### config.mk
export PLATFORM = sky130hd
export DESIGN_NAME = noe_front
export DESIGN_NICKNAME = d
export VERILOG_FILES = /design/src/rtl/noe_pkg.sv /design/src/rtl/noe_front.sv
export SDC_FILE = /design/constraint.sdc
export NUM_CORES = 1
export LEC_CHECK = 0
export BUFFER_PORTS_ARGS = -buffer_cell sky130_fd_sc_hd__buf_2
export CAP_MARGIN = 20
export CORE_UTILIZATION = 49
export DETAILED_ROUTE_END_ITERATION = 10
export HOLD_SLACK_MARGIN = 0.03
export PLACE_DENSITY = 0.95
export SETUP_SLACK_MARGIN = 0.2
export SLEW_MARGIN = 20
export SYNTH_ARGS = -nofsm -noshare
export SYNTH_HDL_FRONTEND = slang
export SYNTH_SLANG_ARGS = --single-unit
### constraint.sdc
create_clock -name clk -period 6.4 [get_ports clk]
set_input_delay 1.28 -clock clk [delete_from_list [all_inputs] [get_ports clk]]
set_output_delay 1.28 -clock clk [all_outputs]
set_load 0.02 [all_outputs]
### src/rtl/noe_pkg.sv
// shared types, constants and sine table for the note oscillator core
package noe_pkg;

  localparam int PHASE_BITS      = 32;
  localparam int SAMPLE_BITS     = 16;
  localparam int SINE_TABLE_BITS = 10;
  localparam int INDEX_BITS      = 20;

  // fixed field widths
  localparam int STEP_BITS   = 31;
  localparam int ROW_BITS    = 20;
  localparam int SCALE_BITS  = 24;
  localparam int LEN16_BITS  = 16;
  localparam int CFG_ADDR_W  = 3;
  localparam int CFG_DATA_W  = 24;

  localparam int IN_FIELDS_W  = 1 + STEP_BITS + 2 + 1 + 1;
  localparam int IN_TDATA_W   = ((IN_FIELDS_W + 7) / 8) * 8;
  localparam int OUT_TDATA_W  = ((SAMPLE_BITS + 7) / 8) * 8;

  // envelope in Q0.24, one extra bit to hold unity
  localparam int ENV_BITS = 24;
  localparam int ENV_W    = ENV_BITS + 1;
  localparam logic [ENV_W-1:0] ENV_ONE = {1'b1, {ENV_BITS{1'b0}}};

  // product widths in the back end
  localparam int IPROD_W = INDEX_BITS + SCALE_BITS;
  localparam int RPROD_W = ROW_BITS + SCALE_BITS;
  localparam int CMP_W   = ((INDEX_BITS > ROW_BITS) ? INDEX_BITS : ROW_BITS) + 1;

  localparam logic signed [SAMPLE_BITS-1:0] AMP_MAX = {1'b0, {(SAMPLE_BITS-1){1'b1}}};
  localparam logic signed [SAMPLE_BITS-1:0] AMP_MIN = {1'b1, {(SAMPLE_BITS-1){1'b0}}};

  // queue between front and back
  localparam int QDEPTH = 4;
  localparam int QPTR_W = $clog2(QDEPTH);
  localparam int QCNT_W = $clog2(QDEPTH + 1);

  // register reset values
  localparam logic [ROW_BITS-1:0]   RST_ROW_SAMPLES     = ROW_BITS'(22050);
  localparam logic [SCALE_BITS-1:0] RST_ROW_SCALE       = SCALE_BITS'(761);
  localparam logic [LEN16_BITS-1:0] RST_ATTACK_SAMPLES  = LEN16_BITS'(441);
  localparam logic [SCALE_BITS-1:0] RST_ATTACK_SCALE    = SCALE_BITS'(38044);
  localparam logic [LEN16_BITS-1:0] RST_RELEASE_SAMPLES = LEN16_BITS'(441);
  localparam logic [SCALE_BITS-1:0] RST_RELEASE_SCALE   = SCALE_BITS'(38044);

  typedef enum logic [CFG_ADDR_W-1:0] {
    CFG_ROW_SAMPLES     = 3'd0,
    CFG_ROW_SCALE       = 3'd1,
    CFG_ATTACK_SAMPLES  = 3'd2,
    CFG_ATTACK_SCALE    = 3'd3,
    CFG_RELEASE_SAMPLES = 3'd4,
    CFG_RELEASE_SCALE   = 3'd5
  } cfg_idx_t;

  typedef enum logic [1:0] {
    WAVE_SINE  = 2'd0,
    WAVE_PULSE = 2'd1,
    WAVE_SAW   = 2'd2,
    WAVE_TRI   = 2'd3
  } wave_t;

  typedef struct packed {
    logic [ROW_BITS-1:0]   row_len;        // row_samples, zero read as one
    logic [SCALE_BITS-1:0] row_scale;
    logic [LEN16_BITS-1:0] attack_samples;
    logic [SCALE_BITS-1:0] attack_scale;
    logic [LEN16_BITS-1:0] release_samples;
    logic [SCALE_BITS-1:0] release_scale;
  } cfg_t;

  typedef struct packed {
    logic [PHASE_BITS-1:0] phase;
    logic [INDEX_BITS-1:0] index;
    wave_t                 waveform;
    logic                  is_rest;
    logic                  has_decay;
    logic                  row_end;
  } item_t;

  // quarter-wave sine table, entries 0 .. 2^SINE_TABLE_BITS inclusive
  localparam int SINE_ENTRIES = (1 << SINE_TABLE_BITS) + 1;
  localparam longint Q30 = 64'sd1073741824;

  typedef logic [SAMPLE_BITS-2:0] sine_val_t;
  typedef sine_val_t sine_lut_t [SINE_ENTRIES];

  function automatic longint sine_entry(input longint k);
    longint coef [6];
    longint x;
    longint x2;
    longint acc;
    longint amax;
    coef = '{-64'sd3864, 64'sd172272, -64'sd5026995,
             64'sd85569305, -64'sd693598342, 64'sd1686629713};
    amax = (longint'(1) << (SAMPLE_BITS - 1)) - 1;
    x    = k * (longint'(1) << (30 - SINE_TABLE_BITS));
    x2   = x * x / Q30;
    acc  = coef[0];
    for (int i = 1; i < 6; i++) begin
      acc = coef[i] + acc * x2 / Q30;
    end
    acc = acc * x / Q30;
    if (acc < 0) acc = 0;
    if (acc > Q30) acc = Q30;
    acc = (acc * amax + (Q30 / 2)) / Q30;
    if (acc > amax) acc = amax;
    return acc;
  endfunction

  function automatic sine_lut_t build_sine();
    sine_lut_t t;
    for (int k = 0; k < SINE_ENTRIES; k++) begin
      t[k] = sine_val_t'(sine_entry(longint'(k)));
    end
    return t;
  endfunction

  localparam sine_lut_t SINE_LUT = build_sine();

endpackage

### src/rtl/noe_front.sv
// front end: phase accumulator and sample index, tags each tick
module noe_front import noe_pkg::*; (
  input  logic                 clk,
  input  logic                 rst_n,
  input  cfg_t                 cfg,
  input  logic                 push,
  input  logic                 start_row,
  input  logic [STEP_BITS-1:0] phase_step,
  input  wave_t                waveform,
  input  logic                 is_rest,
  input  logic                 has_decay,
  output item_t                item
);

  logic [PHASE_BITS-1:0] phase_r, phase_nxt;
  logic [INDEX_BITS-1:0] index_r, index_nxt;
  logic [PHASE_BITS-1:0] cur_phase;
  logic [INDEX_BITS-1:0] cur_index;
  logic [PHASE_BITS+31:0] step_wide;
  logic [PHASE_BITS-1:0] inc;
  logic                  last;

  // align the Q0.32 step to the accumulator width
  assign step_wide = (PHASE_BITS + 32)'({1'b0, phase_step}) << PHASE_BITS;
  assign inc       = step_wide[PHASE_BITS+31:32];

  always_comb begin
    cur_phase = start_row ? '0 : phase_r;
    cur_index = start_row ? '0 : index_r;
    last      = CMP_W'(cur_index) >= (CMP_W'(cfg.row_len) - CMP_W'(1));
    if (last) begin
      phase_nxt = '0;
      index_nxt = '0;
    end else begin
      phase_nxt = cur_phase + inc;
      index_nxt = cur_index + INDEX_BITS'(1);
    end
    item.phase     = cur_phase;
    item.index     = cur_index;
    item.waveform  = waveform;
    item.is_rest   = is_rest;
    item.has_decay = has_decay;
    item.row_end   = last;
  end

  always_ff @(posedge clk) begin
    if (!rst_n) begin
      phase_r <= '0;
      index_r <= '0;
    end else if (push) begin
      phase_r <= phase_nxt;
      index_r <= index_nxt;
    end
  end

endmodule

==> impl_metrics.ini <==
[status]
status = finished clean

[sta]
finalMaxSlewViolations = 0
slew_headroom_pct = 50.8
period_minus_slack_ns = 5.74
rsz0062_at_grt = no
max_freq_mhz = 174
totalNegativeSetupSlack_ns = 0
tightestPinTransition_ns = 0.733
fin_crit_sh_pct = 89.7
setup_violations = 0
finalHoldViolCount = 0
clock_skew_ns = 0.00729
hold_ws_ns = 0.456

[synthesis]
seq_area_frac_synth_pct = 21.1
synth_compound_gate_area_share_pct = 23.7
synth_top_family_by_area = simple AND/OR/NAND/NOR gates
yosys-top-cells-area = dfxtp_1 21%, ha_1 13%, nor2b_1 6.6%, a21oi_1 5.8%, nand2_1 4.3%
yosysUniqueCellTypes = 69
synth_xor_area_share_pct = 7.27
synth_cells = 637
yosys.area_share.simple_pct = 28.4
yosysTopAreaCellShare_pct = 21.1
synth_edf_count = 0
synth_seq_cells = 52
postSynthAreaPerCell_sq_um = 7.75
synthFlopType = dfxtp_1
synthArstFlopShare_pct = 0
yosys-top-cells-count = 57 x a21oi_1, 57 x nand2_1, 53 x ha_1
synth_area_sq_um = 4940
synthAdderAreaFrac_pct = 13.8
yosys-mux-area-fraction_pct = 1.67
synth_warnings = 0
syn_nets = 854
yosys.area.top_type = dfxtp_1

[routing]
ant_nets = 0
wire_per_inst_um = 14.5
drt-total-wl_mm = 12.5
firstDrtPassIters = 6
vias = 4958
drt_iter0_markers = 241
vias_per_cell = 5.75
drcViolationCount = 0

[power_and_ir_drop]
leakage_nw = 2.66
pwr_density_cell_nw_per_um2 = 148
vdd_drop_max_mv = 0.101

[global_route]
grt_remaining_overflow = 0
grt_max_degree = 36
grt_usage_pct = 23.3
grt_pass1_wl_mm = 19.8
grt_pass1_vias = 4465
antenna_found_initial = 1

[place]
placed_cells = 854
numPortBuffers = 107
finalWeightedCongestion = 0.870
hpwl_mm = 9.79

[floorplanning]
start_util_pct = 50.5
pin_count = 220
dieHeight_um = 102
die_area_sq_um = 10500
coreArea_sq_um = 9770
rows = 36
die_w_um = 102

[clocking]
cts.repair.resized = 0
clkTransAtPathRegs_ns = 0.10
cts_tree = built
postCtsHoldBufs = 0
clk_path_buf_depth = 2
numClockSinks = 52
cts-root-buf = clkbuf_8
insertion_delay_ns = 0.31
cts_setup_buffers = 0
cts_buffers = 5
ctsHtreeMaxLevel = 2

[final_layout]
diodes = 0
layout-drive-gt1-share_pct = 19.8
nNetsFinal = 945
final_cells = 862
syn_to_final_growth_pct = 14.3

[setup_path]
crit_type = input port to output port
cp-start-kind = input port
r2r_cells = 11
ff2ff_setup_slack_ns = 3.23
crit_path_end_kind = output port
required_ns = 5.12
worstPathMaxFanout = 11
cp_data_arrival_time_ns = 4.46

[job]
cap_violations = 0

[hold_path]
hold_path_class = register to register
holdPathStages = 2
[area by class of cell]
cell class | count | area (sq um)
Multi-Input combinational cell | 542 | 3700
Clock buffer | 5 | 68.8
Timing Repair Buffer | 111 | 566
Fill cell | 890 | 4130
Clock inverter | 3 | 42.5
Inverter | 16 | 60.1
Tap cell | 133 | 166
Sequential cell | 52 | 1040
[worst max-delay path: stages]
cell	delay, ns
buf_2	0.13
nor3_2	0.26
nand3_1	0.19
nor3_2	0.19
nand2b_1	0.14
or3_1	0.42
nor4_1	0.26
xnor2_1	0.12
ha_1	0.20
a21o_1	0.16
a211oi_1	0.29
o21ai_0	0.16
a211oi_1	0.17
or2_1	0.16
inv_2	0.12
buf_2	0.19
[cells by family (layout without fill, tap and decap cells)]
logic type | Yosys count | in the layout
buffers and inverters | 43 | 135
DFF | 52 | 52
AOI/OAI and AO/OA | 175 | 175
xor gates and xnor gates | 41 | 41
and+or+nand+nor | 264 | 264
muxes | 8 | 8
adders and majority gates | 54 | 54
[worst paths after layout]
check	start	to
min	phase_r[20]$_SDFFE_PN0P_	phase_r[20]$_SDFFE_PN0P_
min reg2reg	phase_r[20]$_SDFFE_PN0P_	phase_r[20]$_SDFFE_PN0P_
max	cfg[106]	item[0]
max reg2reg	index_r[18]$_SDFFE_PN0P_	phase_r[30]$_SDFFE_PN0P_
[layout by cell type (no fill, tap or decap), types with 8 or more instances in the layout]
cell | synthesis | layout
buf_2 | 2 | 107
nand2_1 | 57 | 57
a21oi_1 | 57 | 57
ha_1 | 53 | 53
nor2b_1 | 52 | 52
dfxtp_1 | 52 | 52
nor2_1 | 50 | 50
nand3_1 | 29 | 29
o21ai_0 | 25 | 25
xnor2_1 | 23 | 23
xor2_1 | 18 | 18
a21o_1 | 18 | 18
inv_1 | 13 | 13
a22oi_1 | 11 | 11
nor3_1 | 9 | 9
and2_1 | 9 | 9
and3_1 | 9 | 9
nand3b_1 | 8 | 8
o21a_1 | 8 | 8
[state kept, by name, indices dropped and copies added, names as in the netlist]
signal,count
phase_r,32
index_r,20
[metrics by stage]
stage / power [mW] / utilization, % / setup WS [ns] / instance area (sq um)
floorplan: 0.540 / - / 1.15 / 4940
global placement: 0.598 / 56.6 / 0.782 / 5530
detailed placement: 0.606 / 56.6 / 0.640 / 5530
CTS: 0.837 / 57.7 / 0.636 / 5640
global route: 0.878 / 57.7 / 0.400 / 5640
finish: 0.835 / 57.7 / 0.657 / 5640
[layer usage]
| layer | GRT usage (%) | vias to the layer above | part of all wire (%) |
|---|---|---|---|
| met3 | 5.27 | 10 | 7.3 |
| met1 | 29.9 | 2305 | 46 |
| met4 | 3.96 | 0 | 0.68 |
| li1 | - | 2493 | - |
| met2 | 40.2 | 150 | 46 |
| met5 | 0 | - | 0 |
[power breakdown]
part	switching [mW]	internal, mW
Combinational	0.146	0.106
Clock	0.118	0.116
Sequential	0.00766	0.341
(Power assumes the default switching activity.)
