[src/rtl/noe_pkg.sv]
// shared types, constants and sine table for the note oscillator core
package noe_pkg;

  localparam int PHASE_BITS      = 32;
  localparam int SAMPLE_BITS     = 16;
  localparam int SINE_TABLE_BITS = 10;
  localparam int INDEX_BITS      = 20;

  // fixed field widths
  localparam int STEP_BITS   = 31;
  localparam int ROW_BITS    = 20;
  localparam int SCALE_BITS  = 24;
  localparam int LEN16_BITS  = 16;
  localparam int CFG_ADDR_W  = 3;
  localparam int CFG_DATA_W  = 24;

  localparam int IN_FIELDS_W  = 1 + STEP_BITS + 2 + 1 + 1;
  localparam int IN_TDATA_W   = ((IN_FIELDS_W + 7) / 8) * 8;
  localparam int OUT_TDATA_W  = ((SAMPLE_BITS + 7) / 8) * 8;

  // envelope in Q0.24, one extra bit to hold unity
  localparam int ENV_BITS = 24;
  localparam int ENV_W    = ENV_BITS + 1;
  localparam logic [ENV_W-1:0] ENV_ONE = {1'b1, {ENV_BITS{1'b0}}};

  // product widths in the back end
  localparam int IPROD_W = INDEX_BITS + SCALE_BITS;
  localparam int RPROD_W = ROW_BITS + SCALE_BITS;
  localparam int CMP_W   = ((INDEX_BITS > ROW_BITS) ? INDEX_BITS : ROW_BITS) + 1;

  localparam logic signed [SAMPLE_BITS-1:0] AMP_MAX = {1'b0, {(SAMPLE_BITS-1){1'b1}}};
  localparam logic signed [SAMPLE_BITS-1:0] AMP_MIN = {1'b1, {(SAMPLE_BITS-1){1'b0}}};

  // queue between front and back
  localparam int QDEPTH = 4;
  localparam int QPTR_W = $clog2(QDEPTH);
  localparam int QCNT_W = $clog2(QDEPTH + 1);

  // register reset values
  localparam logic [ROW_BITS-1:0]   RST_ROW_SAMPLES     = ROW_BITS'(22050);
  localparam logic [SCALE_BITS-1:0] RST_ROW_SCALE       = SCALE_BITS'(761);
  localparam logic [LEN16_BITS-1:0] RST_ATTACK_SAMPLES  = LEN16_BITS'(441);
  localparam logic [SCALE_BITS-1:0] RST_ATTACK_SCALE    = SCALE_BITS'(38044);
  localparam logic [LEN16_BITS-1:0] RST_RELEASE_SAMPLES = LEN16_BITS'(441);
  localparam logic [SCALE_BITS-1:0] RST_RELEASE_SCALE   = SCALE_BITS'(38044);

  typedef enum logic [CFG_ADDR_W-1:0] {
    CFG_ROW_SAMPLES     = 3'd0,
    CFG_ROW_SCALE       = 3'd1,
    CFG_ATTACK_SAMPLES  = 3'd2,
    CFG_ATTACK_SCALE    = 3'd3,
    CFG_RELEASE_SAMPLES = 3'd4,
    CFG_RELEASE_SCALE   = 3'd5
  } cfg_idx_t;

  typedef enum logic [1:0] {
    WAVE_SINE  = 2'd0,
    WAVE_PULSE = 2'd1,
    WAVE_SAW   = 2'd2,
    WAVE_TRI   = 2'd3
  } wave_t;

  typedef struct packed {
    logic [ROW_BITS-1:0]   row_len;        // row_samples, zero read as one
    logic [SCALE_BITS-1:0] row_scale;
    logic [LEN16_BITS-1:0] attack_samples;
    logic [SCALE_BITS-1:0] attack_scale;
    logic [LEN16_BITS-1:0] release_samples;
    logic [SCALE_BITS-1:0] release_scale;
  } cfg_t;

  typedef struct packed {
    logic [PHASE_BITS-1:0] phase;
    logic [INDEX_BITS-1:0] index;
    wave_t                 waveform;
    logic                  is_rest;
    logic                  has_decay;
    logic                  row_end;
  } item_t;

  // quarter-wave sine table, entries 0 .. 2^SINE_TABLE_BITS inclusive
  localparam int SINE_ENTRIES = (1 << SINE_TABLE_BITS) + 1;
  localparam longint Q30 = 64'sd1073741824;

  typedef logic [SAMPLE_BITS-2:0] sine_val_t;
  typedef sine_val_t sine_lut_t [SINE_ENTRIES];

  function automatic longint sine_entry(input longint k);
    longint coef [6];
    longint x;
    longint x2;
    longint acc;
    longint amax;
    coef = '{-64'sd3864, 64'sd172272, -64'sd5026995,
             64'sd85569305, -64'sd693598342, 64'sd1686629713};
    amax = (longint'(1) << (SAMPLE_BITS - 1)) - 1;
    x    = k * (longint'(1) << (30 - SINE_TABLE_BITS));
    x2   = x * x / Q30;
    acc  = coef[0];
    for (int i = 1; i < 6; i++) begin
      acc = coef[i] + acc * x2 / Q30;
    end
    acc = acc * x / Q30;
    if (acc < 0) acc = 0;
    if (acc > Q30) acc = Q30;
    acc = (acc * amax + (Q30 / 2)) / Q30;
    if (acc > amax) acc = amax;
    return acc;
  endfunction

  function automatic sine_lut_t build_sine();
    sine_lut_t t;
    for (int k = 0; k < SINE_ENTRIES; k++) begin
      t[k] = sine_val_t'(sine_entry(longint'(k)));
    end
    return t;
  endfunction

  localparam sine_lut_t SINE_LUT = build_sine();

endpackage

[src/rtl/noe_queue.sv]
// small register queue between front and back end
module noe_queue import noe_pkg::*; (
  input  logic  clk,
  input  logic  rst_n,
  input  logic  push,
  input  item_t push_item,
  output logic  full,
  input  logic  pop,
  output logic  head_valid,
  output item_t head_item
);

  item_t             mem_r [QDEPTH];
  logic [QPTR_W-1:0] wr_ptr_r, rd_ptr_r;
  logic [QCNT_W-1:0] count_r, count_nxt;

  assign full       = count_r == QCNT_W'(QDEPTH);
  assign head_valid = count_r != '0;
  assign head_item  = mem_r[rd_ptr_r];

  always_comb begin
    count_nxt = count_r;
    if (push && !pop) count_nxt = count_r + QCNT_W'(1);
    if (pop && !push) count_nxt = count_r - QCNT_W'(1);
  end

  always_ff @(posedge clk) begin
    if (!rst_n) begin
      wr_ptr_r <= '0;
      rd_ptr_r <= '0;
      count_r  <= '0;
    end else begin
      if (push) wr_ptr_r <= wr_ptr_r + QPTR_W'(1);
      if (pop)  rd_ptr_r <= rd_ptr_r + QPTR_W'(1);
      count_r <= count_nxt;
    end
  end

  always_ff @(posedge clk) begin
    if (push) mem_r[wr_ptr_r] <= push_item;
  end

endmodule

[config.mk]
export PLATFORM = sky130hd
export DESIGN_NAME = noe_queue
export DESIGN_NICKNAME = d
export VERILOG_FILES = /design/src/rtl/noe_pkg.sv /design/src/rtl/noe_queue.sv
export SDC_FILE = /design/constraint.sdc
export NUM_CORES = 1
export LEC_CHECK = 0
export BUFFER_PORTS_ARGS = -buffer_cell sky130_fd_sc_hd__buf_2
export CORE_MARGIN = 5
export CORE_UTILIZATION = 41
export DETAILED_ROUTE_END_ITERATION = 8
export PLACE_DENSITY = 0.61
export REMOVE_ABC_BUFFERS = 1
export SYNTH_ARGS = -nofsm -noshare
export SYNTH_HDL_FRONTEND = slang
export SYNTH_SLANG_ARGS = --single-unit
[constraint.sdc]
create_clock -name clk -period 3.4 [get_ports clk]
set_clock_uncertainty 0.05 [all_clocks]
set_input_delay 1.02 -clock clk [delete_from_list [all_inputs] [get_ports clk]]
set_output_delay 1.02 -clock clk [all_outputs]
set_load 0.02 [all_outputs]
==> impl_metrics.env, run 1 <==
export IMPL_synth_avg_cell_area_um2=25.3
export IMPL_first_iter_violations=204
export IMPL_top_layer_used="met5"
export IMPL_worstSetupStartpointType="flip-flop"
export IMPL_route_met2_wl_um=7480
export IMPL_dr_pass1_iters=4
export IMPL_antenna_found_initial=2
export IMPL_clockBufferDepth=3
export IMPL_insertion_delay_ns=0.50
export IMPL_powerDensity_mw_per_mm2=640
export IMPL_cts_root_buf="clkbuf_16"
export IMPL_drc=0
export IMPL_drive_gt1_frac=0.447
export IMPL_row_count=53
export IMPL_cts_tree="yes"
export IMPL_period_minus_slack_ns=3.18
export IMPL_hp_class="reg2reg"
export IMPL_crit_arrival_ns=2.11
export IMPL_final_nets=550
export IMPL_wirelength_um=15400
export IMPL_ioPinCount=120
export IMPL_fmax_mhz=315
export IMPL_grt_pass1_vias=4216
export IMPL_gp_congestion=0.700
export IMPL_cts_buffers_inserted=24
export IMPL_slew_headroom=0.674
export IMPL_synth_edf_count=228
export IMPL_ant_nets=0
export IMPL_start_util=0.415
export IMPL_critPathRequiredTime_ns=2.33
export IMPL_io_buffers=119
export IMPL_routedWlPerCell_um=19.8
export IMPL_cts_sinks=237
export IMPL_area_delta_synth_final_pct=20.9
export IMPL_ctsResizeCount=0
export IMPL_ys_warn_count=0
export IMPL_cp_end_kind="output port"
export IMPL_synth_common_cells="228 x edfxtp_1, 57 x mux4_2, 10 x and2_1, 9 x dfxtp_1, 6 x inv_1"
export IMPL_yosysTopAreaCellShare=0.790
export IMPL_yosys_area_top_type="edfxtp_1"
export IMPL_synth_cell_types=20
export IMPL_syn_cell_area_mm2=0.00867
export IMPL_grt_setup_unrepaired="false"
export IMPL_drt_met1_wl_um=6550
export IMPL_wl_met3_um=1060
export IMPL_ys_top_cells_by_area="edfxtp_1 79%, mux4_2 15%, dfxtp_1 2.1%"
export IMPL_holdWs_ns=0.460
export IMPL_synth_seq_area_share=0.811
export IMPL_core_region_area_mm2=0.0209
export IMPL_vias=3862
export IMPL_cp_max_fo=24
export IMPL_path_class="reg2out"
export IMPL_ys_seq_elements=237
export IMPL_max_slew_worst_pin_slew_ns=0.489
export IMPL_pre_cts_ws_ns=0.678
export IMPL_grt_pass1_wl_um=23700
export IMPL_grt_max_degree=33
export IMPL_synthArstFlopShare=0
export IMPL_finalHoldViolCount=0
export IMPL_fin_ws_ns=0.221
export IMPL_ys_flop_type="edfxtp_1"
export IMPL_cap_violations=0
export IMPL_path_clk_slew_ns=0.06
export IMPL_ctsHoldBuffers=0
export IMPL_hpwl_um=9380
export IMPL_via_per_inst=4.98
export IMPL_finalCritPeriodShare=0.935
export IMPL_yosysMostFrequentCell="edfxtp_1"
export IMPL_syn_inst=343
export IMPL_dieWidth_um=155
export IMPL_fin_tns_setup_ns=0
export IMPL_status="finished, final reports clean"
export IMPL_total_power_mw=6.70
export IMPL_leakagePower_nw=3.53
export IMPL_ir_drop_v=0.000444
export IMPL_final_util=0.502
export IMPL_grt_overflow=0
export IMPL_slew_viol_final=0
export IMPL_htree_levels=1
export IMPL_post_cts_buffers=0
export IMPL_die_y_um=155
export IMPL_diodes=0
export IMPL_die_area_mm2=0.0242
export IMPL_setup_violations=0
export IMPL_gr_usage_all_layers=0.127
cell families after synthesis:
kind of cell             Yosys count  synth area share
flip-flops                       237             0.811
multiplexers                      58             0.149
AND/OR/NAND/NOR                   16            0.0110
AO/OA/AOI/OAI                      3           0.00202
buffers and inverters             18            0.0127
adder cells (fa/ha/maj)            6           0.00953
XOR/XNOR                           5           0.00505
per-stage QoR:
step,instances,area [um^2]
final,776,10500
after global routing,776,10500
after CTS,776,10500
after detailed placement,732,9680
after global placement,732,9680
after floorplan,331,8580
where the power goes:
part,internal (mW),switching [mW],total [mW]
Clock,1.60,1.01,2.61
Combinational,0.295,0.390,0.685
Sequential,3.35,0.0556,3.41
Total,5.25,1.46,6.70
layout by cell type, fill, tap and decap left out, drive strengths merged:
| master | Yosys | routed |
|---|---|---|
| edfxtp | 228 | 228 |
| buf | 10 | 126 |
| mux4 | 57 | 57 |
| clkbuf | 2 | 34 |
| and2 | 10 | 10 |
| dfxtp | 9 | 9 |
| inv | 6 | 6 |
| ha | 5 | 5 |
| clkinv | 0 | 4 |
| xor2 | 3 | 3 |
| clkinvlp | 0 | 3 |
| bufinv | 0 | 3 |
| or3 | 2 | 2 |
| xnor2 | 2 | 2 |
| nand2 | 2 | 2 |
| o21ai | 2 | 2 |
| and3 | 1 | 1 |
| mux2i | 1 | 1 |
| nor2b | 1 | 1 |
| a21boi | 1 | 1 |
| fa | 1 | 1 |
worst max-delay path, stage by stage (launching register included):
cell and delay, ns:
dfxtp_4 0.58, buf_12 0.28, mux4_2 0.56, buf_2 0.18
worst paths after layout:
check,from,end,slack [ns],cells past startpoint
max,flip-flop,head_item[32],0.22,3
min,count_r[2],count_r[2],0.46,2
max reg2reg,wr_ptr_r[0],mem_r[2][3],1.68,4
min reg2reg,count_r[2],count_r[2],0.46,2
flip-flops by register name, summed over array words and instances (netlist names), named ones only:
signal,count
mem_r,228
count_r,3
wr_ptr_r,2
rd_ptr_r,2
metal layers:
layer  up-vias  track usage
li1       1732            -
met1      1996        0.169
met2       106        0.211
met3        24       0.0350
met4         4       0.0288
met5         -            0
area by class of cell:
| class | count | area (um^2) |
|---|---|---|
| Clock buffer | 34 | 669 |
| Clock inverter | 10 | 131 |
| Fill cell | 1724 | 10400 |
| Inverter | 6 | 22.5 |
| Multi-Input combinational cell | 88 | 1540 |
| Sequential cell | 237 | 7030 |
| Tap cell | 275 | 344 |
| Timing Repair Buffer | 126 | 736 |
No activity file was read; power rests on OpenSTA's default activity.
==> run 2, diff against run 1 <==
ABC_AREA = 1   (was unset)
==> run 2 against run 1 <==
Count of clock-buffer cells in the layout down 5. Clock power about the same. Sequential share of layout area is 0.89 points lower. Design area up 1.3%. Synthesized cell count increased by 77%. Global-route usage is 2.8 points higher. Fmax fell by 0.89%. Die area increased by 2.2%. Combinational power shrank 3.5%. Worst setup slack lost 0.028 ns. Sequential cell count is the same. Non-clock buffer count is 11 higher. Critical path type unchanged. Highest routed layer unchanged.
==> impl_metrics.env, run 2 <==
export IMPL_status="finished, final reports clean"
export IMPL_gr_usage_all_layers=0.155
export IMPL_dpl_cell_count=984
export IMPL_final_nets=803
export IMPL_core_region_area_mm2=0.0212
export IMPL_start_util=0.420
export IMPL_crit_arrival_ns=2.14
export IMPL_dr_pass1_iters=4
export IMPL_cts_sinks=237
export IMPL_layout_commonest_cell="edfxtp_1"
export IMPL_fin_ws_ns=0.193
export IMPL_cp_num_cells=5
export IMPL_io_buffers=119
export IMPL_drive_gt1_frac=0.239
export IMPL_slew_viol_final=0
export IMPL_finalCritPeriodShare=0.943
export IMPL_ys_warn_count=0
export IMPL_synth_compound_area_frac=0.111
export IMPL_grt_max_degree=115
export IMPL_synth_edf_count=228
export IMPL_synth_cell_types=19
export IMPL_synthArstFlopShare=0
export IMPL_path_clk_slew_ns=0.06
export IMPL_power_internal_mw=5.12
export IMPL_syn_cell_area_mm2=0.00888
export IMPL_synth_avg_cell_area_um2=14.6
export IMPL_rrSetupSlack_ns=1.60
export IMPL_ant_nets=0
export IMPL_total_power_mw=6.65
export IMPL_largest_register="mem_r"
export IMPL_seqPwrFrac=0.507
export IMPL_syn_inst=608
export IMPL_path_delay_family="buffers and inverters"
export IMPL_cts_buffers_inserted=25
export IMPL_vias=5409
export IMPL_fin_tns_setup_ns=0
export IMPL_synth_top_family_by_area="compound AO/OA/AOI/OAI gates"
export IMPL_area_delta_synth_final_pct=19.6
export IMPL_drc=0
export IMPL_hp_class="reg2reg"
export IMPL_critical_path_max_stage_delay_ns=0.47
export IMPL_crit_slowest_cell="dfxtp_2"
export IMPL_row_count=53
export IMPL_worstSetupStartpointType="flip-flop"
export IMPL_slew_headroom=0.552
export IMPL_period_minus_slack_ns=3.21
export IMPL_die_area_mm2=0.0247
export IMPL_hpwl_um=11500
export IMPL_cts_tree="yes"
export IMPL_synth_simple_gate_area_frac=0.0557
export IMPL_ys_seq_elements=237
export IMPL_whs_path_depth=1
export IMPL_grt_pass1_vias=5592
export IMPL_top_regs="mem_r: 228 flops, count_r: 3 flops"
export IMPL_htree_levels=1
export IMPL_critPathBufInv=3
export IMPL_crit_chain="inv_2 -> buf_12 -> o21ai_0 -> o22ai_1 -> buf_2"
export IMPL_diodes=0
export IMPL_clock_power_share=0.394
export IMPL_via_per_inst=5.27
export IMPL_cp_max_fo=28
export IMPL_powerDensity_mw_per_mm2=626
export IMPL_wirelength_um=19300
export IMPL_synth_seq_area_share=0.792
export IMPL_path_class="reg2out"
export IMPL_clockBufferDepth=3
export IMPL_ir_drop_v=0.000376
export IMPL_first_iter_violations=350
export IMPL_muxShareOfSynthArea=0
export IMPL_synth_adder_area_share=0.00930
export IMPL_grt_overflow=0
export IMPL_max_slew_worst_pin_slew_ns=0.671
export IMPL_cp_end_kind="output port"
export IMPL_cts_root_buf="clkbuf_16"
export IMPL_power_frac_comb=0.099
export IMPL_synth_common_cells="228 x edfxtp_1, 117 x nor2_1, 112 x o21ai_0, 57 x o22ai_1, 16 x clkbuf_1"
export IMPL_yosysTopAreaCellShare=0.771
export IMPL_antenna_found_initial=2
export IMPL_final_cell_count_no_fill=1027
export IMPL_finalHoldViolCount=0
export IMPL_critPathRequiredTime_ns=2.33
export IMPL_placed_cell_area_mm2=0.00982
export IMPL_swShare=0.230
export IMPL_post_cts_buffers=0
export IMPL_ioPinCount=120
export IMPL_gp_congestion=0.762
export IMPL_leakagePower_nw=3.76
export IMPL_cap_violations=0
export IMPL_final_cell_mix="228 x edfxtp_1, 119 x buf_2, 117 x nor2_1"
export IMPL_insertion_delay_ns=0.50
export IMPL_ys_flop_type="edfxtp_1"
export IMPL_synth_xor_area_frac=0
export IMPL_fmax_mhz=312
export IMPL_setup_violations=0
export IMPL_final_area_mm2=0.0106
export IMPL_largest_register_ffs=228
export IMPL_pre_cts_ws_ns=0.592
export IMPL_die_y_um=157
export IMPL_grt_pass1_wl_um=30300
export IMPL_ys_top_cells_by_area="edfxtp_1 77%, o21ai_0 6.3%, nor2_1 4.9%"
export IMPL_yosys_area_top_type="edfxtp_1"
export IMPL_yosysMostFrequentCell="edfxtp_1"
export IMPL_dieWidth_um=157
export IMPL_r2r_cells=5
export IMPL_routedWlPerCell_um=18.8
export IMPL_switchingPower_mw=1.53
export IMPL_grt_setup_unrepaired="false"
## run 2: cell count changes in the layout (fill, tap and decap cells not counted), moves of 7 or more
| cell | previous run | this run |
|---|---|---|
| o21ai_0 | 2 | 112 |
| nor2_1 | 0 | 117 |
| nand2_1 | 2 | 9 |
| o21ai_1 | 0 | 8 |
| buf_4 | 0 | 10 |
| o22ai_1 | 0 | 57 |
| mux4_2 | 57 | 0 |
## run 2: worst paths after layout
kind          startpoint            end
min reg2reg  rd_ptr_r[1]      flip-flop
max            flip-flop  head_item[49]
min          rd_ptr_r[1]      flip-flop
max reg2reg  wr_ptr_r[1]   mem_r[1][21]
## run 2: timing repair
action                                  in CTS  in global routing
endpoints found under the setup margin       0                 13
gates resized for setup                      0                  2
hold buffers                                 0                  0
## run 2: layer usage
metal | track usage | wire, um
met1 | 0.206 | 8160
met2 | 0.265 | 9360
met3 | 0.0363 | 1430
met4 | 0.0328 | 330
met5 | 0 | 27
## run 2: final cells by class
class	instances	area, um^2
tap	275	344
fill	1782	10500
clock buffer	29	651
clock inverter	14	144
timing repair buffer	137	822
inverter	17	66.3
multi-input combinational	318	1560
sequential	237	7030
## run 2: through the flow
stage                util  hold slack, ns
finish              0.502           0.407
global route        0.502           0.426
CTS                 0.502           0.402
detailed placement  0.464           0.403
global placement    0.464           0.402
floorplan               -           0.362
## run 2: worst reg2reg max path, stage by stage (launching register included)
cell     delay [ns]
dfxtp_1        0.33
inv_1          0.10
ha_1           0.16
nand2_1        0.06
inv_2          0.50
buf_4          0.30
## run 2: power by group through the flow
| stage | Clock (mW) | Combinational, mW | Sequential, mW |
|---|---|---|---|
| floorplan | 0 | 0.350 | 3.44 |
| global placement | 0 | 0.655 | 3.42 |
| detailed placement | 0 | 0.674 | 3.43 |
| CTS | 2.68 | 0.676 | 3.37 |
| global route | 2.83 | 0.728 | 3.38 |
| finish | 2.62 | 0.661 | 3.37 |
## run 2: logic make-up (layout without fill, tap and decap cells)
logic type / after synthesis / in the layout
AO/OA/AOI/OAI: 182 / 182
flip-flops: 237 / 237
adder cells (fa/ha/maj): 6 / 6
buffers and inverters: 53 / 197
AND/OR/NAND/NOR: 130 / 130
